`config.mk`:
```
export PLATFORM = sky130hd
export DESIGN_NAME = crps_ctrl
export DESIGN_NICKNAME = d
export VERILOG_FILES = /design/src/design/crps_pkg.sv /design/src/design/crps_ctrl.sv
export SDC_FILE = /design/constraint.sdc
export NUM_CORES = 1
export LEC_CHECK = 0
export ABC_AREA = 0
export ABC_CLOCK_PERIOD_IN_PS = 1600
export BUFFER_PORTS_ARGS = -buffer_cell sky130_fd_sc_hd__buf_4
export CAP_MARGIN = 20
export CORE_AREA = 2 2 45 47
export DETAILED_ROUTE_END_ITERATION = 10
export DIE_AREA = 0 0 47 49
export PLACE_DENSITY = 0.85
export RECOVER_POWER = 100
export SLEW_MARGIN = 20
export SYNTH_ARGS = -nofsm -noshare
export SYNTH_HDL_FRONTEND = slang
export SYNTH_SLANG_ARGS = --single-unit
```
`constraint.sdc`:
```
create_clock -name i_clk -period 1.6 [get_ports i_clk]
set_input_delay 0.32 -clock i_clk [delete_from_list [all_inputs] [get_ports i_clk]]
set_output_delay 0.32 -clock i_clk [all_outputs]
set_load 0.01 [all_outputs]
```
`src/design/crps_pkg.sv`:
```
// Shared constants, types and control words for the Catmull-Rom path smoother.
`timescale 1ns / 1ps
package crps_pkg;

    // Field and register widths.
    localparam int COORD_W    = 32;
    localparam int CFG_W      = 5;
    localparam int NUM_AXES   = 3;
    localparam int MAX_SUBDIV = 16;

    // Sample index, weights and divisor widths (n <= 16, s <= 15).
    localparam int S_W    = 4;
    localparam int S2_W   = 8;
    localparam int N2_W   = 9;
    localparam int WGT_W  = 12;
    localparam int DEN_W  = 14;

    // Polynomial coefficients hold up to twelve times a coordinate.
    localparam int COEF_W = 36;
    localparam int PROD_W = COEF_W + WGT_W + 1;
    localparam int ACC_W  = 50;

    // Divider: 36 quotient bits, remainder always below the divisor.
    localparam int QUO_W  = 36;
    localparam int REM_W  = 13;
    localparam int DIVC_W = 6;
    localparam int RES_W  = QUO_W + 2;

    localparam logic [CFG_W-1:0]  SUBDIV_RST = CFG_W'(3);
    localparam logic [CFG_W-1:0]  N_MAX      = CFG_W'(MAX_SUBDIV);
    localparam logic [CFG_W-1:0]  N_MIN      = CFG_W'(1);
    localparam logic [DIVC_W-1:0] DIV_LAST   = DIVC_W'(QUO_W - 1);
    localparam logic [RES_W-1:0]  QUO_OFS    = RES_W'(1) << (QUO_W - 1);

    typedef logic signed [COORD_W-1:0] t_coord;

    // Commands from the controller to the datapath.
    typedef struct packed {
        logic load_cur;
        logic setup;
        logic seg2;
        logic p0_old;
        logic wgt_a;
        logic wgt_b;
        logic mul2;
        logic mul3;
        logic acc_last;
        logic div_load;
        logic div_step;
        logic s_inc;
        logic emit_sample;
        logic emit_prev;
        logic emit_cur;
        logic run_end;
        logic path_end;
        logic shift;
    } t_dp_cmd;

    // Status from the datapath to the controller.
    typedef struct packed {
        logic last_sample;
        logic div_last;
        logic out_free;
    } t_dp_stat;

endpackage

```
`src/design/crps_ctrl.sv`:
```
// Controller: sequences segments, samples, pass-through words and window updates.
`timescale 1ns / 1ps
module crps_ctrl import crps_pkg::*; (
    input  logic     i_clk,
    input  logic     i_rst_n,
    input  logic     i_in_valid,
    output logic     o_in_ready,
    input  logic     i_final_point,
    output t_dp_cmd  o_cmd,
    input  t_dp_stat i_stat
);

    typedef enum logic [3:0] {
        S_IDLE,
        S_DECIDE,
        S_SETUP,
        S_WGT_A,
        S_WGT_B,
        S_MUL2,
        S_MUL3,
        S_ACC,
        S_DIV_LOAD,
        S_DIV,
        S_EMIT,
        S_PASS_PREV,
        S_PASS_CUR,
        S_DONE
    } t_state;

    t_state     r_state, n_state;
    logic       r_fin, n_fin;
    logic       r_seg2, n_seg2;
    logic [1:0] r_pts_seen, n_pts_seen;
    logic       in_accept;

    assign o_in_ready = (r_state == S_IDLE);
    assign in_accept  = i_in_valid && o_in_ready;

    // Next state and command decode.
    always_comb begin
        n_state    = r_state;
        n_fin      = r_fin;
        n_seg2     = r_seg2;
        n_pts_seen = r_pts_seen;
        o_cmd      = '0;
        o_cmd.seg2   = r_seg2;
        o_cmd.p0_old = (r_pts_seen == 2'd3);
        unique case (r_state)
            S_IDLE: begin
                if (in_accept) begin
                    o_cmd.load_cur = 1'b1;
                    n_fin          = i_final_point;
                    n_state        = S_DECIDE;
                end
            end
            S_DECIDE: begin
                n_seg2 = 1'b0;
                if (r_pts_seen >= 2'd2) begin
                    n_state = S_SETUP;
                end else if (r_fin) begin
                    n_state = (r_pts_seen == 2'd1) ? S_PASS_PREV : S_PASS_CUR;
                end else begin
                    n_state = S_DONE;
                end
            end
            S_SETUP: begin
                o_cmd.setup = 1'b1;
                n_state     = S_WGT_A;
            end
            S_WGT_A: begin
                o_cmd.wgt_a = 1'b1;
                n_state     = S_WGT_B;
            end
            S_WGT_B: begin
                o_cmd.wgt_b = 1'b1;
                n_state     = S_MUL2;
            end
            S_MUL2: begin
                o_cmd.mul2 = 1'b1;
                n_state    = S_MUL3;
            end
            S_MUL3: begin
                o_cmd.mul3 = 1'b1;
                n_state    = S_ACC;
            end
            S_ACC: begin
                o_cmd.acc_last = 1'b1;
                n_state        = S_DIV_LOAD;
            end
            S_DIV_LOAD: begin
                o_cmd.div_load = 1'b1;
                n_state        = S_DIV;
            end
            S_DIV: begin
                o_cmd.div_step = 1'b1;
                if (i_stat.div_last) begin
                    n_state = S_EMIT;
                end
            end
            S_EMIT: begin
                if (i_stat.out_free) begin
                    o_cmd.emit_sample = 1'b1;
                    o_cmd.run_end     = i_stat.last_sample && !r_seg2 && !r_fin;
                    if (!i_stat.last_sample) begin
                        o_cmd.s_inc = 1'b1;
                        n_state     = S_WGT_A;
                    end else if (r_seg2) begin
                        n_state = S_PASS_CUR;
                    end else if (r_fin) begin
                        // The closing segment repeats the last point as p3.
                        n_seg2  = 1'b1;
                        n_state = S_SETUP;
                    end else begin
                        n_state = S_DONE;
                    end
                end
            end
            S_PASS_PREV: begin
                if (i_stat.out_free) begin
                    o_cmd.emit_prev = 1'b1;
                    n_state         = S_PASS_CUR;
                end
            end
            S_PASS_CUR: begin
                if (i_stat.out_free) begin
                    o_cmd.emit_cur = 1'b1;
                    o_cmd.run_end  = 1'b1;
                    o_cmd.path_end = r_fin;
                    n_state        = S_DONE;
                end
            end
            S_DONE: begin
                o_cmd.shift = !r_fin;
                if (r_fin) begin
                    n_pts_seen = 2'd0;
                end else if (r_pts_seen != 2'd3) begin
                    n_pts_seen = r_pts_seen + 2'd1;
                end
                n_state = S_IDLE;
            end
            default: begin
                n_state = S_IDLE;
            end
        endcase
    end

    // State and registered control.
    always_ff @(posedge i_clk) begin
        if (!i_rst_n) begin
            r_state    <= S_IDLE;
            r_fin      <= 1'b0;
            r_seg2     <= 1'b0;
            r_pts_seen <= 2'd0;
        end else begin
            r_state    <= n_state;
            r_fin      <= n_fin;
            r_seg2     <= n_seg2;
            r_pts_seen <= n_pts_seen;
        end
    end

    // Results are only written into a free output register.
    a_emit_free: assert property (@(posedge i_clk) disable iff (!i_rst_n)
        (o_cmd.emit_sample || o_cmd.emit_prev || o_cmd.emit_cur) |-> i_stat.out_free)
        else $error("result written while output register busy");

    // An accepted word is always followed by the decision step.
    a_accept_decide: assert property (@(posedge i_clk) disable iff (!i_rst_n)
        in_accept |=> (r_state == S_DECIDE))
        else $error("accepted word not followed by decision");

    // The point count only moves when a word is retired.
    a_count_stable: assert property (@(posedge i_clk) disable iff (!i_rst_n)
        (r_state != S_DONE) |=> $stable(r_pts_seen))
        else $error("point count changed outside retire step");

endmodule

```
Yosys cells after proc, flatten, opt, wreduce, memory -nomap -nowiden:

Index checks and enable logic that the tools add are counted.

* register bits: 8
* input bits: 7
* output and inout bits: 19
* word-level logic and storage cells: 80

* $add $sub $neg: 1
* $lt $le $gt $ge: 1
* equal/unequal tests: 22
* mux-type cells: 40
* reductions and logical operators: 12

Operators with widths (number)
* one-hot mux 4 bit (13 select lines): 1
* 2-to-1 mux 4 bit: 9
* equality test 4 bit (second input constant): 6
* 2-to-1 mux 1 bit: 21
* equality test 4 x 3 -> 1 bit (second input constant): 4
* != test 2 bit (second input constant): 6
* 2-to-1 mux 3 bit: 3
* equality test 4 x 2 -> 1 bit (second input constant): 2
* 2-to-1 mux 2 bit: 4
* AND reduction 5 bit: 1
* equality test 4 x 1 -> 1 bit (second input constant): 1
* logical NOT 4 bit: 1
* one-hot mux 1 bit (2 select lines): 2
* AND reduction 2 bit: 2
* nonzero test 2 bit: 2
* logical AND 1 bit: 3
* AND reduction 3 bit: 1
* adder 2 x 1 -> 2 bit (second input constant): 1
* equality test 2 x 1 -> 1 bit (second input constant): 1
* equality test 2 bit (second input constant): 1
* greater-or-equal comparator 2 bit (second input constant): 1
* logical NOT 1 bit: 2
* != test 2 x 1 -> 1 bit (second input constant): 1

Logic depth before layout (Yosys ltp):

Gate-level depths: netlist (run 1).

* depth after elaboration: 5
* depth in mapped cells: 6
* mapped depth without buffers: 6

Worst setup path before layout (run 1):

OpenSTA, ideal clock, no wires.

* path type: reg-to-output
* from: reg r_state[2]
* to: out o_cmd[1] (netlist bit)
* data arrival time: 1.222 ns
* data required time: 1.280 ns
* slack: 0.058 ns
* stages on the path, launching flop included: 5
* buffers on the path: 1
* path through: dfxtp_1 buf_4 nand2_1 nor4b_2 and2_1

RTL lines
* start: declaration: RTL line crps_ctrl.sv:30 `t_state r_state, n_state;`
* start signal: assignment: RTL line crps_ctrl.sv:155 `r_state <= n_state;`
* end: declaration: RTL line crps_ctrl.sv:9 `output t_dp_cmd o_cmd,`

==> flow_metrics.env, run 1 <==
export IMPL_cts_max_level=1
export IMPL_cts_hold_buf=0
export IMPL_drv_cap=0
export IMPL_dr_pass1_iters=5
export IMPL_grt_max_degree=13
export IMPL_clock_path_buffers=2
export IMPL_cp_top_family="flip-flops"
export IMPL_min_delay_path_class="in2reg"
export IMPL_async_flop_share=0
export IMPL_die_x_um=47
export IMPL_clock_skew_ns=0.000606
export IMPL_avgRoutedWirePerCell_um=15.5
export IMPL_rsz0062_at_grt="yes"
export IMPL_cp_end_kind="output port"
export IMPL_slew_headroom=0.711
export IMPL_wl_um=2730
export IMPL_diodes=0
export IMPL_p_per_area_nw_per_um2=1500
export IMPL_cts_tree="yes"
export IMPL_num_vias=996
export IMPL_grt_pass1_wl_um=3770
export IMPL_dp_cells=160
export IMPL_yosys_warnings=0
export IMPL_setup_violations_final=7
export IMPL_netlist_top_cells_area="dfxtp_1 19%, nor2_1 6.1%, nand2b_1 5.1%, ha_1 4.4%, nand2_1 4.4%"
export IMPL_rows=16
export IMPL_layout_nets=161
export IMPL_clock_fmax_mhz=595
export IMPL_cts_sinks=8
export IMPL_irDropWorstVdd_mv=0.853
export IMPL_reg2reg_depth=6
export IMPL_failed_checks="negative setup slack"
export IMPL_period_share=1.05
export IMPL_outcome="finished, violations left"
export IMPL_drive_gt1_frac=0.537
export IMPL_setup_ws_ns=-0.0799
export IMPL_synth_cells=107
export IMPL_place_port_buffers=25
export IMPL_syn_cell_area_um2=860
export IMPL_cp_buffers_inverters=2
export IMPL_synth_edf_count=0
export IMPL_io_pins=26
export IMPL_rr_startpoint="r_state[0]"
export IMPL_maxSlewViolCount=0
export IMPL_max_stage_delay_ns=0.37
export IMPL_synthFlopType="dfxtp_1"
export IMPL_first_global_vias=844
export IMPL_synth_seq_area_share=0.186
export IMPL_place_congestion=0.913
export IMPL_crit_chain="buf_12, nor2b_4, nand2_2, nor2_2, a31o_2, buf_6"
export IMPL_avgSynthCellArea_um2=8.03
export IMPL_fin_util=0.767
export IMPL_cts_clk_slew_worst_paths_ns=0.06
export IMPL_p_leak_nw=0.615
export IMPL_worstPathMaxFanout=3
export IMPL_crit_start="r_state[2]"
export IMPL_cp_depth=6
export IMPL_worstPathRequired_ns=1.28
export IMPL_viasPerCell=5.66
export IMPL_start_kind="flop"
export IMPL_synth_top_area_frac=0.186
export IMPL_ant_nets=0
export IMPL_die_h_um=49
export IMPL_antenna_found_initial=0
export IMPL_core_um2=1840
export IMPL_ys_ff_latch=8
export IMPL_track_usage=0.226
export IMPL_critPathArrivalTime_ns=1.36
export IMPL_overflow=0
export IMPL_synth_top_area_cell="dfxtp_1"
export IMPL_tightest_slew_ns=0.433
export IMPL_dieArea_um2=2300
export IMPL_drc=0
export IMPL_synth_distinct_cells=39
export IMPL_syn_num_nets=117
export IMPL_place_hpwl_um=1680
export IMPL_hold_viol_final=0
export IMPL_hold_depth=3
export IMPL_cts_root_buf="clkbuf_4"
export IMPL_critical_path_slowest_cell="dfxtp_4"
export IMPL_worstSetupPathType="reg2out"
export IMPL_holdCritStartpoint="i_final_point"
export IMPL_cts_buffers=3
export IMPL_area_growth_pct=64.3
export IMPL_period_needed_ns=1.68
export IMPL_initial_utilization=0.467
export IMPL_drt_iter0_drc=40
export IMPL_worst_skew_pair_late_latency_ns=0.27
export IMPL_instances_no_fill=176
[placed cells by master (no fill, tap or decap), types with 2 or more instances in the layout]
cell	instances
nor2_1	13
dfxtp_4	2
a211oi_1	2
mux2i_1	2
a21o_1	2
nand2_1	7
buf_6	9
ha_1	3
nand2b_4	2
dfxtp_1	3
o21ai_0	3
nand2b_1	5
nor3_1	3
buf_4	35
inv_1	4
o2bb2ai_1	3
buf_12	4
nand2_4	2
dfxtp_2	3
o31ai_1	2
a21oi_1	4
nor3_2	3
nor4b_4	2
clkbuf_4	3
[synthesized netlist by cell type, drive strengths merged, types with 2 or more instances]
cell type and count:
o31ai 3, buf 10, inv 5, mux2i 2
nor2 14, a211oi 2, o21ai 3, nand2 10
o2bb2ai 4, nor3 7, dfxtp 8, a21oi 5
and2 2, ha 3, a21o 2, nand2b 7
nor4b 4
[stage by stage]
step                      hold WS (ns)  TNS, ns  area, µm²  total power, mW  setup slack, ns
final                            0.300   -0.244       1410             2.12          -0.0799
after global routing             0.314   -0.856       1410             2.23           -0.152
after CTS                        0.289   -0.196       1270             1.79          -0.0555
after detailed placement         0.531        0       1100             1.34           0.0888
after global placement           0.516        0       1100             1.32            0.135
after floorplan                  0.446        0        860             1.02           0.0584
[path summary, 6_finish.rpt]
path                                       to  slack (ns)
worst max register to register     r_state[1]       -0.01
worst min register to register  r_pts_seen[0]        0.51
worst min-delay path                    r_fin        0.30
worst max-delay path                 o_cmd[2]       -0.08
[metal layers]
layer	GRT usage	share of wire	vias up
li1	-	-	468
met1	0.261	0.40	456
met2	0.379	0.49	53
met3	0.0444	0.059	19
met4	0.106	0.049	0
met5	0	0	-
[worst register-to-register path: stages (launching register included)]
cell and delay (ns):
dfxtp_2 0.34, buf_12 0.13, buf_12 0.12, nor4b_2 0.38, o31ai_4 0.13, nor2_1 0.26
o2bb2ai_1 0.17
[power by group]
group / internal (mW) / total (mW) / switching, mW
Combinational: 0.874 / 1.62 / 0.743
Clock: 0.0866 / 0.167 / 0.0801
Sequential: 0.260 / 0.341 / 0.0806
Total: 1.22 / 2.12 / 0.903
[cell type report]
cell class,instances,area [µm²]
clock buffer,3,22.5
timing repair buffer,49,448
multi-input combinational,84,706
sequential,8,171
inverter,5,31.3
fill,119,429
tap,27,33.8
[timing repair]
item / in CTS / in global routing
resized for setup: 24 / 19
setup endpoints to repair: 11 / 20
buffers inserted: 6 / 7
cloned: 0 / 0
pin swaps: 4 / 5
[cells by family (layout without fill, tap and decap cells)]
| group | after synthesis | count (layout) | share of synthesized area |
|---|---|---|---|
| simple gates | 52 | 52 | 0.389 |
| flops | 8 | 8 | 0.186 |
| fa+ha+maj | 3 | 3 | 0.0437 |
| compound gates | 27 | 27 | 0.252 |
| mux | 2 | 2 | 0.0233 |
| buf+inv | 15 | 57 | 0.106 |
[sequential cells by signal, indices dropped and copies added (netlist names)]
register	count
r_fin	1
r_seg2	1
r_state	4
r_pts_seen	2
Note: power is estimated with default switching activity, not from simulation.
==> run 2: changes to the inputs <==
--- a/config.mk
+++ b/config.mk
@@ -9,12 +9,14 @@
 export ABC_CLOCK_PERIOD_IN_PS = 1600
 export BUFFER_PORTS_ARGS = -buffer_cell sky130_fd_sc_hd__buf_4
 export CAP_MARGIN = 20
-export CORE_AREA = 2 2 45 47
+export CELL_PAD_IN_SITES_DETAIL_PLACEMENT = 0
+export CELL_PAD_IN_SITES_GLOBAL_PLACEMENT = 2
+export CORE_AREA = 2 2 59 61
 export DETAILED_ROUTE_END_ITERATION = 10
-export DIE_AREA = 0 0 47 49
+export DIE_AREA = 0 0 61 63
 export PLACE_DENSITY = 0.85
 export RECOVER_POWER = 100
-export SLEW_MARGIN = 20
+export SLEW_MARGIN = 5
 export SYNTH_ARGS = -nofsm -noshare
 export SYNTH_HDL_FRONTEND = slang
 export SYNTH_SLANG_ARGS = --single-unit
==> flow_metrics.env, run 2 (same netlist as run 1, synthesis figures left out) <==
export IMPL_outcome="finished, violations left"
export IMPL_failed_checks="negative setup slack"
export IMPL_worstPathRequired_ns=1.28
export IMPL_reg2reg_depth=6
export IMPL_track_usage=0.130
export IMPL_drv_cap=0
export IMPL_clock_path_buffers=2
export IMPL_io_pins=26
export IMPL_place_hpwl_um=1890
export IMPL_period_needed_ns=1.62
export IMPL_irDropWorstVdd_mv=0.536
export IMPL_maxSlewViolCount=0
export IMPL_post_place_ws_ns=0.0861
export IMPL_hold_viol_final=0
export IMPL_cts_clk_slew_worst_paths_ns=0.05
export IMPL_stdcell_area_um2=1310
export IMPL_initial_utilization=0.266
export IMPL_slew_headroom=0.784
export IMPL_clock_skew_ns=0.000361
export IMPL_rsz0062_at_grt="yes"
export IMPL_ant_nets=0
export IMPL_num_vias=920
export IMPL_p_leak_nw=0.550
export IMPL_worst_skew_pair_late_latency_ns=0.25
export IMPL_grt_pass1_wl_um=3820
export IMPL_avgRoutedWirePerCell_um=12.7
export IMPL_largest_reg_flops=4
export IMPL_p_per_area_nw_per_um2=1360
export IMPL_dr_pass1_iters=4
export IMPL_drc=0
export IMPL_critPathArrivalTime_ns=1.30
export IMPL_largest_register="r_state"
export IMPL_drive_gt1_frac=0.476
export IMPL_final_cell_mix="26 x buf_4, 12 x nor2_1, 11 x buf_6"
export IMPL_layout_nets=159
export IMPL_setup_violations_final=2
export IMPL_start_kind="flop"
export IMPL_mostFrequentLayoutCell="buf_4"
export IMPL_place_port_buffers=25
export IMPL_place_area_um2=1140
export IMPL_antenna_found_initial=0
export IMPL_die_h_um=63
export IMPL_cts_tree="yes"
export IMPL_cp_end_kind="output port"
export IMPL_finalPower_mw=1.77
export IMPL_cts_sinks=8
export IMPL_setup_ws_ns=-0.0219
export IMPL_rows=21
export IMPL_viasPerCell=4.77
export IMPL_area_growth_pct=52.0
export IMPL_reg_largest_list="r_state (4), r_pts_seen (2)"
export IMPL_wl_um=2450
export IMPL_worstPathMaxFanout=6
export IMPL_period_share=1.01
export IMPL_cts_root_buf="clkbuf_4"
export IMPL_drt_iter0_drc=31
export IMPL_first_global_vias=861
export IMPL_clock_fmax_mhz=617
export IMPL_dieArea_um2=3840
export IMPL_worstSetupPathType="reg2out"
export IMPL_die_x_um=61
export IMPL_hold_depth=3
export IMPL_cts_buffers=3
export IMPL_diodes=0
export IMPL_cts_max_level=1
export IMPL_core_um2=3230
export IMPL_place_congestion=0.819
export IMPL_overflow=0
export IMPL_tightest_slew_ns=0.323
export IMPL_grt_max_degree=15
export IMPL_min_delay_path_class="in2reg"
## run 2: changes by cell type in the layout (fill, tap and decap cells not counted), sizes merged
cell    delta
buf       -11
clkbuf     +9
inv        +1
clkinv     -1
## run 2: routing by layer
| metal | global-route usage | wire length, µm |
|---|---|---|
| met5 | 0 | 0 |
| met4 | 0.0217 | 14 |
| met3 | 0.0331 | 83 |
| met2 | 0.234 | 1240 |
| met1 | 0.151 | 1110 |
## run 2: path summary, 6_finish.rpt
check	start	to	slack, ns
hold / removal	i_final_point	r_fin	0.33
setup reg to reg	r_state[0]	r_state[2]	0.10
setup / recovery	r_state[1]	o_cmd[1]	-0.02
hold reg to reg	r_pts_seen[0]	r_pts_seen[0]	0.53
## run 2: repair_timing
action / in CTS / in global routing
gates cloned: 0 / 0
buffers inserted: 5 / 3
endpoints found under the setup margin: 6 / 11
hold buffers: 0 / 0
pin swaps: 5 / 3
gates resized for setup: 18 / 14
## run 2: final cells by class
type                            instances  area (µm²)
Fill cell                             356        1930
Multi-Input combinational cell         84         669
Inverter                                5        18.8
Timing Repair Buffer                   47         367
Tap cell                               46        57.6
Clock buffer                            3        22.5
Sequential cell                         8         171
## run 2: through the flow
stage                     cells  hold WS (ns)  setup TNS [ns]   util
after floorplan             107         0.446               0      -
after CTS                   190         0.328         -0.0578  0.390
after global routing        193         0.370          -0.359  0.404
after global placement      182         0.517               0  0.352
final                       193         0.328         -0.0277  0.404
after detailed placement    182         0.524               0  0.352
## run 2: worst max-delay path, cell delays in order, from the launching register on
cell	delay, ns
dfxtp_2	0.33
buf_6	0.13
nor4b_4	0.30
and2_4	0.19
buf_6	0.09
## run 2: report_power, final
group          internal (mW)  switching (mW)  total [mW]
sequential             0.262          0.0695       0.331
combinational          0.665           0.624        1.29
clock                 0.0857          0.0657       0.151
